<file path="config.mk">
export PLATFORM = sky130hd
export DESIGN_NAME = battery_thermal_charge_control
export DESIGN_NICKNAME = d
export VERILOG_FILES = /design/src/hw/rtl/btcc_pkg.sv /design/src/hw/rtl/battery_thermal_charge_control.sv /design/src/hw/rtl/btcc_step.sv
export SDC_FILE = /design/constraint.sdc
export NUM_CORES = 1
export LEC_CHECK = 0
export BUFFER_PORTS_ARGS = -buffer_cell sky130_fd_sc_hd__buf_2
export CAP_MARGIN = 10
export CORE_AREA = 2 2 185 187
export DETAILED_ROUTE_END_ITERATION = 16
export DIE_AREA = 0 0 187 189
export HOLD_SLACK_MARGIN = 0.02
export PLACE_DENSITY_LB_ADDON = 0.12
export SLEW_MARGIN = 30
export SYNTH_ARGS = -nofsm -noshare
export SYNTH_HDL_FRONTEND = slang
export SYNTH_HIERARCHICAL = 1
export SYNTH_SLANG_ARGS = --single-unit
</file>
<file path="constraint.sdc">
create_clock -name clock -period 4.36 [get_ports clock]
set_input_delay 0.872 -clock clock [delete_from_list [all_inputs] [get_ports clock]]
set_output_delay 0.872 -clock clock [all_outputs]
set_load 0.01 [all_outputs]
</file>
<file path="src/hw/rtl/btcc_pkg.sv">
// Types, codes and reset values shared by the battery thermal charge control block.
package btcc_pkg;

   // Configuration register indexes
   localparam int unsigned CSR_INDEX_WIDTH = 3;
   localparam int unsigned CSR_DATA_WIDTH  = 23;

   localparam logic [CSR_INDEX_WIDTH-1:0] CSR_COLD_LIMIT         = 3'd0;
   localparam logic [CSR_INDEX_WIDTH-1:0] CSR_COOL_LIMIT         = 3'd1;
   localparam logic [CSR_INDEX_WIDTH-1:0] CSR_WARM_LIMIT         = 3'd2;
   localparam logic [CSR_INDEX_WIDTH-1:0] CSR_HOT_LIMIT          = 3'd3;
   localparam logic [CSR_INDEX_WIDTH-1:0] CSR_OVERHEAT_LIMIT     = 3'd4;
   localparam logic [CSR_INDEX_WIDTH-1:0] CSR_STOP_VOLTAGE_UV    = 3'd5;
   localparam logic [CSR_INDEX_WIDTH-1:0] CSR_REDUCED_CURRENT_MA = 3'd6;
   localparam logic [CSR_INDEX_WIDTH-1:0] CSR_DEFAULT_CURRENT_MA = 3'd7;

   // Register reset values
   localparam logic signed [11:0] RST_COLD_LIMIT         = -12'sd70;
   localparam logic signed [11:0] RST_COOL_LIMIT         = -12'sd49;
   localparam logic signed [11:0] RST_WARM_LIMIT         = 12'sd440;
   localparam logic signed [11:0] RST_HOT_LIMIT          = 12'sd460;
   localparam logic signed [11:0] RST_OVERHEAT_LIMIT     = 12'sd560;
   localparam logic [22:0]        RST_STOP_VOLTAGE_UV    = 23'd4000000;
   localparam logic [11:0]        RST_REDUCED_CURRENT_MA = 12'd450;
   localparam logic [11:0]        RST_DEFAULT_CURRENT_MA = 12'd1000;

   // Temperature bands, coldest first
   localparam logic [2:0] BAND_TOO_COLD = 3'd0;
   localparam logic [2:0] BAND_COOL     = 3'd1;
   localparam logic [2:0] BAND_NORMAL   = 3'd2;
   localparam logic [2:0] BAND_WARM     = 3'd3;
   localparam logic [2:0] BAND_HOT      = 3'd4;
   localparam logic [2:0] BAND_OVERHEAT = 3'd5;

   // Battery health codes
   localparam logic [1:0] HEALTH_GOOD     = 2'd0;
   localparam logic [1:0] HEALTH_OVERHEAT = 2'd1;
   localparam logic [1:0] HEALTH_COLD     = 2'd2;

   typedef enum logic [1:0] {
      MODE_NORMAL  = 2'd0,
      MODE_REDUCED = 2'd1,
      MODE_STOPPED = 2'd2
   } mode_type;

   typedef enum logic [2:0] {
      TRANS_NONE           = 3'd0,
      TRANS_NORMAL_STOP    = 3'd1,
      TRANS_NORMAL_REDUCED = 3'd2,
      TRANS_REDUCED_STOP   = 3'd3,
      TRANS_REDUCED_NORMAL = 3'd4,
      TRANS_STOP_NORMAL    = 3'd5
   } trans_type;

   typedef struct packed {
      logic signed [11:0] cold_limit;
      logic signed [11:0] cool_limit;
      logic signed [11:0] warm_limit;
      logic signed [11:0] hot_limit;
      logic signed [11:0] overheat_limit;
      logic [22:0]        stop_voltage_uv;
      logic [11:0]        reduced_current_ma;
      logic [11:0]        default_current_ma;
   } cfg_type;

   typedef struct packed {
      mode_type    mode;
      logic        last_charger;
      logic        pseudo_flag;
      logic [11:0] last_current;
   } ctx_type;

   typedef struct packed {
      logic signed [11:0] temp_dc;
      logic [22:0]        volt_uv;
      logic               charger_present;
      logic               charger_changed;
      logic [11:0]        thermal_limit_ma;
      logic [11:0]        charger_limit_ma;
   } sample_type;

   typedef struct packed {
      mode_type    charge_state;
      trans_type   transition;
      logic        refresh;
      logic        disable_charge;
      logic [11:0] current_limit_ma;
      logic [1:0]  health;
      logic        pseudo_charging;
      logic [2:0]  temp_band;
   } result_type;

endpackage

</file>
<file path="src/hw/rtl/battery_thermal_charge_control.sv">
// Top level of the battery thermal charge control block.
//
//   Channel   Direction  Handshake            Payload
//   req_      in         req_valid/req_ready  one battery monitor sample
//   rsp_      out        rsp_valid/rsp_ready  state, transition, limit, health, flags
//   csr_      in         csr_we (no wait)     csr_index selects one of eight registers
//
// One sample per cycle sustained while rsp_ready stays high. A sample goes through the
// input register, then the result register, before its rsp transaction; a stalled result
// can hold it in the input register. The single step of band sort and state update lies
// between those registers.
// Synchronous active-high reset: control state and config registers return to defaults.
// A stalled rsp holds its result; one more sample waits in the input register, then
// req_ready drops until the result is taken.
module battery_thermal_charge_control import btcc_pkg::*; (
   input  logic                       clock,
   input  logic                       reset,

   input  logic                       req_valid,
   output logic                       req_ready,
   input  logic signed [11:0]         req_temp_dc,
   input  logic [22:0]                req_volt_uv,
   input  logic                       req_charger_present,
   input  logic                       req_charger_changed,
   input  logic [11:0]                req_thermal_limit_ma,
   input  logic [11:0]                req_charger_limit_ma,

   output logic                       rsp_valid,
   input  logic                       rsp_ready,
   output logic [1:0]                 rsp_charge_state,
   output logic [2:0]                 rsp_transition,
   output logic                       rsp_refresh,
   output logic                       rsp_disable_charge,
   output logic [11:0]                rsp_current_limit_ma,
   output logic [1:0]                 rsp_health,
   output logic                       rsp_pseudo_charging,
   output logic [2:0]                 rsp_temp_band,

   input  logic                       csr_we,
   input  logic [CSR_INDEX_WIDTH-1:0] csr_index,
   input  logic [CSR_DATA_WIDTH-1:0]  csr_wdata
);

   cfg_type    cfg_ff;
   ctx_type    ctx_ff;
   ctx_type    ctx_in;
   sample_type in_sample_ff;
   result_type rsp_result_ff;
   result_type step_result;
   logic       in_valid_ff;
   logic       in_valid_in;
   logic       rsp_valid_ff;
   logic       rsp_valid_in;
   logic       req_accept;
   logic       advance;

   // Move the held sample forward whenever the result register is free or draining
   assign advance    = in_valid_ff && (!rsp_valid_ff || rsp_ready);
   assign req_ready  = !in_valid_ff || advance;
   assign req_accept = req_valid && req_ready;

   assign in_valid_in  = req_accept ? 1'b1 : (advance ? 1'b0 : in_valid_ff);
   assign rsp_valid_in = advance ? 1'b1 : (rsp_ready ? 1'b0 : rsp_valid_ff);

   // Configuration registers; the user must write only while idle, the block does not enforce it
   always_ff @(posedge clock) begin
      if (reset) begin
         cfg_ff.cold_limit         <= RST_COLD_LIMIT;
         cfg_ff.cool_limit         <= RST_COOL_LIMIT;
         cfg_ff.warm_limit         <= RST_WARM_LIMIT;
         cfg_ff.hot_limit          <= RST_HOT_LIMIT;
         cfg_ff.overheat_limit     <= RST_OVERHEAT_LIMIT;
         cfg_ff.stop_voltage_uv    <= RST_STOP_VOLTAGE_UV;
         cfg_ff.reduced_current_ma <= RST_REDUCED_CURRENT_MA;
         cfg_ff.default_current_ma <= RST_DEFAULT_CURRENT_MA;
      end else if (csr_we) begin
         case (csr_index)
            CSR_COLD_LIMIT:         cfg_ff.cold_limit         <= $signed(csr_wdata[11:0]);
            CSR_COOL_LIMIT:         cfg_ff.cool_limit         <= $signed(csr_wdata[11:0]);
            CSR_WARM_LIMIT:         cfg_ff.warm_limit         <= $signed(csr_wdata[11:0]);
            CSR_HOT_LIMIT:          cfg_ff.hot_limit          <= $signed(csr_wdata[11:0]);
            CSR_OVERHEAT_LIMIT:     cfg_ff.overheat_limit     <= $signed(csr_wdata[11:0]);
            CSR_STOP_VOLTAGE_UV:    cfg_ff.stop_voltage_uv    <= csr_wdata[22:0];
            CSR_REDUCED_CURRENT_MA: cfg_ff.reduced_current_ma <= csr_wdata[11:0];
            CSR_DEFAULT_CURRENT_MA: cfg_ff.default_current_ma <= csr_wdata[11:0];
            default: begin
            end
         endcase
      end
   end

   // Control state: stage valids and charge context
   always_ff @(posedge clock) begin
      if (reset) begin
         in_valid_ff         <= 1'b0;
         rsp_valid_ff        <= 1'b0;
         ctx_ff.mode         <= MODE_NORMAL;
         ctx_ff.last_charger <= 1'b0;
         ctx_ff.pseudo_flag  <= 1'b0;
         ctx_ff.last_current <= 12'd0;
      end else begin
         in_valid_ff  <= in_valid_in;
         rsp_valid_ff <= rsp_valid_in;
         // Commit the context together with the result it produced
         if (advance) begin
            ctx_ff <= ctx_in;
         end
      end
   end

   // Payload registers, no reset
   always_ff @(posedge clock) begin
      if (req_accept) begin
         in_sample_ff.temp_dc          <= req_temp_dc;
         in_sample_ff.volt_uv          <= req_volt_uv;
         in_sample_ff.charger_present  <= req_charger_present;
         in_sample_ff.charger_changed  <= req_charger_changed;
         in_sample_ff.thermal_limit_ma <= req_thermal_limit_ma;
         in_sample_ff.charger_limit_ma <= req_charger_limit_ma;
      end
      if (advance) begin
         rsp_result_ff <= step_result;
      end
   end

   btcc_step u_step (
      .cfg    (cfg_ff),
      .ctx    (ctx_ff),
      .sample (in_sample_ff),
      .ctx_in (ctx_in),
      .result (step_result)
   );

   assign rsp_valid            = rsp_valid_ff;
   assign rsp_charge_state     = rsp_result_ff.charge_state;
   assign rsp_transition       = rsp_result_ff.transition;
   assign rsp_refresh          = rsp_result_ff.refresh;
   assign rsp_disable_charge   = rsp_result_ff.disable_charge;
   assign rsp_current_limit_ma = rsp_result_ff.current_limit_ma;
   assign rsp_health           = rsp_result_ff.health;
   assign rsp_pseudo_charging  = rsp_result_ff.pseudo_charging;
   assign rsp_temp_band        = rsp_result_ff.temp_band;

   // Hold the charge context while a sample waits behind a stalled result
   a_ctx_hold_on_stall: assert property (@(posedge clock) disable iff (reset)
      (rsp_valid_ff && !rsp_ready) |=> $stable(ctx_ff))
      else $error("charge context changed while the result was stalled");

   // The shown current limit is the one remembered for change detection
   a_current_matches_ctx: assert property (@(posedge clock) disable iff (reset)
      rsp_valid_ff |-> (rsp_current_limit_ma == ctx_ff.last_current))
      else $error("result current limit differs from stored current");

   // A stop transition lands in the stopped state
   a_stop_transition: assert property (@(posedge clock) disable iff (reset)
      (rsp_valid_ff && (rsp_transition == TRANS_NORMAL_STOP ||
                        rsp_transition == TRANS_REDUCED_STOP))
      |-> (rsp_charge_state == MODE_STOPPED && rsp_disable_charge))
      else $error("stop transition without stopped state");

   // The shown state is the committed context state
   a_state_matches_ctx: assert property (@(posedge clock) disable iff (reset)
      rsp_valid_ff |-> (rsp_charge_state == ctx_ff.mode))
      else $error("result state differs from committed state");

endmodule

</file>
<file path="src/hw/rtl/btcc_step.sv">
// Per-sample band sort, charge state update and result selection.
module btcc_step import btcc_pkg::*; (
   input  cfg_type    cfg,
   input  ctx_type    ctx,
   input  sample_type sample,
   output ctx_type    ctx_in,
   output result_type result
);

   always_comb begin
      logic       event_seen;
      logic       plug_in;
      logic       over;
      logic       extreme;
      logic [2:0] band;
      mode_type   mode;
      trans_type  trans;
      logic       pseudo;
      logic [11:0] cur;

      event_seen = (ctx.last_charger != sample.charger_present) || sample.charger_changed;
      plug_in    = event_seen && sample.charger_present;
      over       = sample.volt_uv > cfg.stop_voltage_uv;

      // Test from the top band down so unordered thresholds still resolve
      if ($signed(sample.temp_dc) >= $signed(cfg.overheat_limit)) begin
         band = BAND_OVERHEAT;
      end else if ($signed(sample.temp_dc) >= $signed(cfg.hot_limit)) begin
         band = BAND_HOT;
      end else if ($signed(sample.temp_dc) >= $signed(cfg.warm_limit)) begin
         band = BAND_WARM;
      end else if ($signed(sample.temp_dc) >= $signed(cfg.cool_limit)) begin
         band = BAND_NORMAL;
      end else if ($signed(sample.temp_dc) >= $signed(cfg.cold_limit)) begin
         band = BAND_COOL;
      end else begin
         band = BAND_TOO_COLD;
      end
      extreme = (band == BAND_OVERHEAT) || (band == BAND_TOO_COLD);

      mode   = plug_in ? MODE_NORMAL : ctx.mode;
      trans  = TRANS_NONE;
      pseudo = ctx.pseudo_flag;

      case (mode)
         MODE_NORMAL: begin
            if (extreme) begin
               trans  = TRANS_NORMAL_STOP;
               pseudo = (band == BAND_TOO_COLD);
               mode   = MODE_STOPPED;
            end else if (band == BAND_HOT) begin
               if (over) begin
                  trans  = TRANS_NORMAL_STOP;
                  pseudo = 1'b1;
                  mode   = MODE_STOPPED;
               end else begin
                  trans  = TRANS_NORMAL_REDUCED;
                  pseudo = 1'b0;
                  mode   = MODE_REDUCED;
               end
            end
         end
         MODE_REDUCED: begin
            if (extreme) begin
               trans  = TRANS_REDUCED_STOP;
               pseudo = (band == BAND_TOO_COLD);
               mode   = MODE_STOPPED;
            end else if (over) begin
               trans  = TRANS_REDUCED_STOP;
               pseudo = 1'b1;
               mode   = MODE_STOPPED;
            end else if (band <= BAND_NORMAL) begin
               trans  = TRANS_REDUCED_NORMAL;
               pseudo = 1'b0;
               mode   = MODE_NORMAL;
            end
         end
         MODE_STOPPED: begin
            if (band == BAND_NORMAL) begin
               trans  = TRANS_STOP_NORMAL;
               pseudo = 1'b0;
               mode   = MODE_NORMAL;
            end else if (band == BAND_OVERHEAT) begin
               pseudo = 1'b0;
            end
         end
         default: begin
         end
      endcase

      case (mode)
         MODE_NORMAL: begin
            cur = (sample.thermal_limit_ma <= sample.charger_limit_ma) ?
                  sample.thermal_limit_ma : sample.charger_limit_ma;
         end
         MODE_REDUCED: begin
            cur = (sample.thermal_limit_ma <= cfg.reduced_current_ma) ?
                  sample.thermal_limit_ma : cfg.reduced_current_ma;
         end
         default: begin
            cur = cfg.default_current_ma;
         end
      endcase

      ctx_in.mode         = mode;
      ctx_in.last_charger = event_seen ? sample.charger_present : ctx.last_charger;
      ctx_in.pseudo_flag  = pseudo;
      ctx_in.last_current = cur;

      // The previous pseudo flag always equals the stored one, so compare against it
      result.charge_state     = mode;
      result.transition       = trans;
      result.refresh          = plug_in || (ctx.last_current != cur) ||
                                (ctx.pseudo_flag != pseudo);
      result.disable_charge   = (mode == MODE_STOPPED);
      result.current_limit_ma = cur;
      result.health           = (band == BAND_OVERHEAT) ? HEALTH_OVERHEAT :
                                ((band == BAND_TOO_COLD) ? HEALTH_COLD : HEALTH_GOOD);
      result.pseudo_charging  = pseudo;
      result.temp_band        = band;
   end

endmodule

</file>
==> flow_metrics.py <==
metrics = {
    "global_routing": {
        "met1_usage_pct": 21.4,
        "met2_usage_pct": 26.3,
        "grt_max_degree": 66,
        "grt_pass1_wl_um": 44400,
        "use_met3_pct": 3.06,
        "grt_usage_pct": 15.9,
        "grt_antenna_before_repair": 4,
        "overflow": 0,
        "first_global_vias": 8068,
        "busiest_layer": "met2",
    },
    "clocking": {
        "path_clk_slew_ns": 0.06,
        "cts_hold_repair.buffers": 0,
        "post-cts-setup-buffer-count": 0,
        "cts_tree": "done",
        "cts_max_path_buffers": 3,
        "clkSinkCount": 211,
        "ctsResizeCount": 0,
        "numCtsBuffers": 25,
        "root_buffer": "clkbuf_16",
        "clkLatencyLatePin_ns": 0.52,
        "h-tree-depth": 1,
    },
    "timing": {
        "timing.fmax_mhz": 250,
        "finalCriticalPeriod_ns": 4.00,
        "fin_skew_ns": 0.00736,
        "hold_viol_final": 0,
        "rsz0062_at_grt": "false",
        "setup_tns_ns": 0,
        "slew_viol_final": 0,
        "worst_pin_slew_ns": 0.955,
        "setup_viol": 0,
        "min_period_over_period_pct": 91.7,
        "max-slew-margin-rel_pct": 36.1,
    },
    "power": {
        "p_per_area_nw_per_um2": 387,
        "peakVddDrop_v": 0.000295,
        "p_leak_nw": 5.38,
    },
    "logic_synthesis": {
        "synth_xor_xnor_area_share_pct": 0.627,
        "synth_top_family_by_area": "simple AND/OR/NAND/NOR gates",
        "ys_warn_count": 6,
        "synthTopCellsByArea": "edfxtp_1 23%, dfxtp_1 22%, ha_1 12%, a21oi_1 5.8%, nand2_1 4.0%",
        "yosysTopAreaCellShare_pct": 23.1,
        "synth-simple-area-share_pct": 15.8,
        "seq_area_frac_synth_pct": 45.5,
        "syn_area_um2": 11200,
        "synth_fa_ha_area_share_pct": 12.0,
        "synth_mux_area_share_pct": 3.37,
        "synth_flop_cell": "dfxtp_1",
        "synth_seq_cells": 211,
        "syn-num-nets": 1330,
        "synth_edf_count": 86,
        "ys_async_sr_fraction_pct": 0,
        "synth_compound_area_share_pct": 14.7,
        "avgSynthCellArea_um2": 9.88,
        "yosysUniqueCellTypes": 87,
        "syn-instance-count": 1131,
        "yosysTopAreaCell": "edfxtp_1",
    },
    "final_layout": {
        "areaGrowthSynthToFinish_pct": 15.8,
        "nets": 1426,
        "layout.cells.non_filler": 1695,
        "drive_gt1_share_pct": 18.5,
    },
    "critical_path": {
        "arrival_ns": 4.25,
        "end_kind": "flip-flop",
        "cp_max_fo": 9,
        "crit_type": "flip-flop to flip-flop",
        "cp-start-kind": "flip-flop",
        "cp_data_required_time_ns": 4.61,
    },
    "run": {
        "drv_cap": 0,
    },
    "drt": {
        "viasPerCell": 4.80,
        "via_count": 8134,
        "drtAntennaViolNets": 0,
        "drc": 0,
        "drt-total-wl_um": 28400,
        "firstDrtPassIters": 5,
        "drt_iter0_drc": 422,
        "wl_per_cell_um": 16.7,
    },
    "floorplan": {
        "initial_core_util_pct": 33.6,
        "die_height_um": 189,
        "placementRows": 67,
        "fp.dieW_um": 187,
        "io_pins": 119,
        "dieArea_um2": 35300,
        "core_area_um2": 33300,
    },
    "status": {
        "outcome": "complete, no violations",
    },
    "placed_design": {
        "dp.final_hpwl_um": 21000,
        "globalplace.congestion": 0.780,
        "dp_cells": 1647,
        "io_buffers": 118,
    },
    "worst_hold_path": {
        "min_path_type": "flip-flop to flip-flop",
    },
}
synthesized netlist by cell type, types with 13 or more instances:
library cell	n
nand2b_1	35
ha_1	107
a21oi_1	130
nand2_1	119
o21ai_0	13
buf_4	23
mux2i_1	32
dfxtp_1	125
nand4_1	19
buf_2	16
nor2b_1	14
nor3_1	51
inv_1	114
edfxtp_1	86
nor2_1	53
a21o_1	19
clkbuf_1	15
layout make-up:
class / count / area (µm²)
Antenna cell: 2 / 5.00
Clock buffer: 36 / 749
Clock inverter: 9 / 124
Fill cell: 3373 / 20300
Inverter: 115 / 432
Multi-Input combinational cell: 737 / 5230
Sequential cell: 211 / 5080
Tap cell: 448 / 561
Timing Repair Buffer: 137 / 763
worst max-delay path: stages (launching register included):
cell and delay (ns):
edfxtp_1 0.48, ha_1 0.34, and3_4 0.18, a221o_1 0.35
a221oi_2 0.36, o21a_4 0.22, nand3_1 0.17, nor4_2 0.34
or2_4 0.29, buf_4 0.18, and2_2 0.19, a21oi_1 0.11
a2111oi_1 0.41, nand4_1 0.12
per-stage QoR:
step	instance area (µm²)	power (mW)	setup WS, ns	utilization (%)	hold WS [ns]
finish	12900	5.00	0.362	38.9	0.455
global placement	12000	2.84	0.259	36.1	0.443
floorplan	11200	2.67	0.831	-	0.436
detailed placement	12000	2.85	0.161	36.2	0.447
global route	12900	5.22	0.0573	38.9	0.471
CTS	12900	5.07	0.147	38.8	0.457
registers in the layout, summed over array words and instances (netlist names), 2 cells and up:
register              count
cfg_ff                  107
ctx_ff                   16
in_sample_ff             61
rsp_charge_state          2
rsp_current_limit_ma     12
rsp_health                2
rsp_temp_band             3
rsp_transition            3
cells by family after synthesis:
| logic type | Yosys count |
|---|---|
| and+or+nand+nor | 342 |
| DFF | 211 |
| AOI/OAI and AO/OA | 244 |
| adders and majority gates | 107 |
| muxes | 36 |
| buffers and inverters | 183 |
| xor gates and xnor gates | 8 |
placed cells by master, fill, tap and decap left out, drive strengths merged, types with 4 or more instances in the layout:
cell	synthesis	final
and4	7	7
a211oi	7	7
mux2i	33	33
nand4	19	19
o221a	9	9
ha	107	107
buf	49	137
o31ai	4	4
nand2b	35	35
a21o	21	21
a21oi	132	132
o22ai	7	7
xor2	6	6
nor4	5	5
a211o	10	10
nand2	119	119
o21a	7	7
nand3	8	8
o211ai	6	6
nor3	56	56
inv	115	115
nor2	54	54
clkbuf	18	36
nor2b	14	14
clkinv	0	5
dfxtp	125	125
edfxtp	86	86
o21ai	19	19
report_power, final:
group	total [mW]	switching, mW	internal [mW]
Sequential	2.20	0.0517	2.15
Clock	2.20	0.833	1.37
Combinational	0.604	0.358	0.247
metal layers:
layer	share of wire, %	wire length [µm]
met1	49	13800
met2	45	12700
met3	4.4	1250
met4	1.9	529
met5	0.12	33
worst paths after layout:
kind            endpoint        startpoint  slack (ns)  cells past startpoint
max reg2reg  rsp_refresh  in_sample_ff[51]        0.36                     13
min reg2reg   cfg_ff[41]        cfg_ff[41]        0.46                      2
max          rsp_refresh  in_sample_ff[51]        0.36                     13
min           cfg_ff[41]        cfg_ff[41]        0.46                      2
Note: power is estimated with default switching activity, not from simulation.
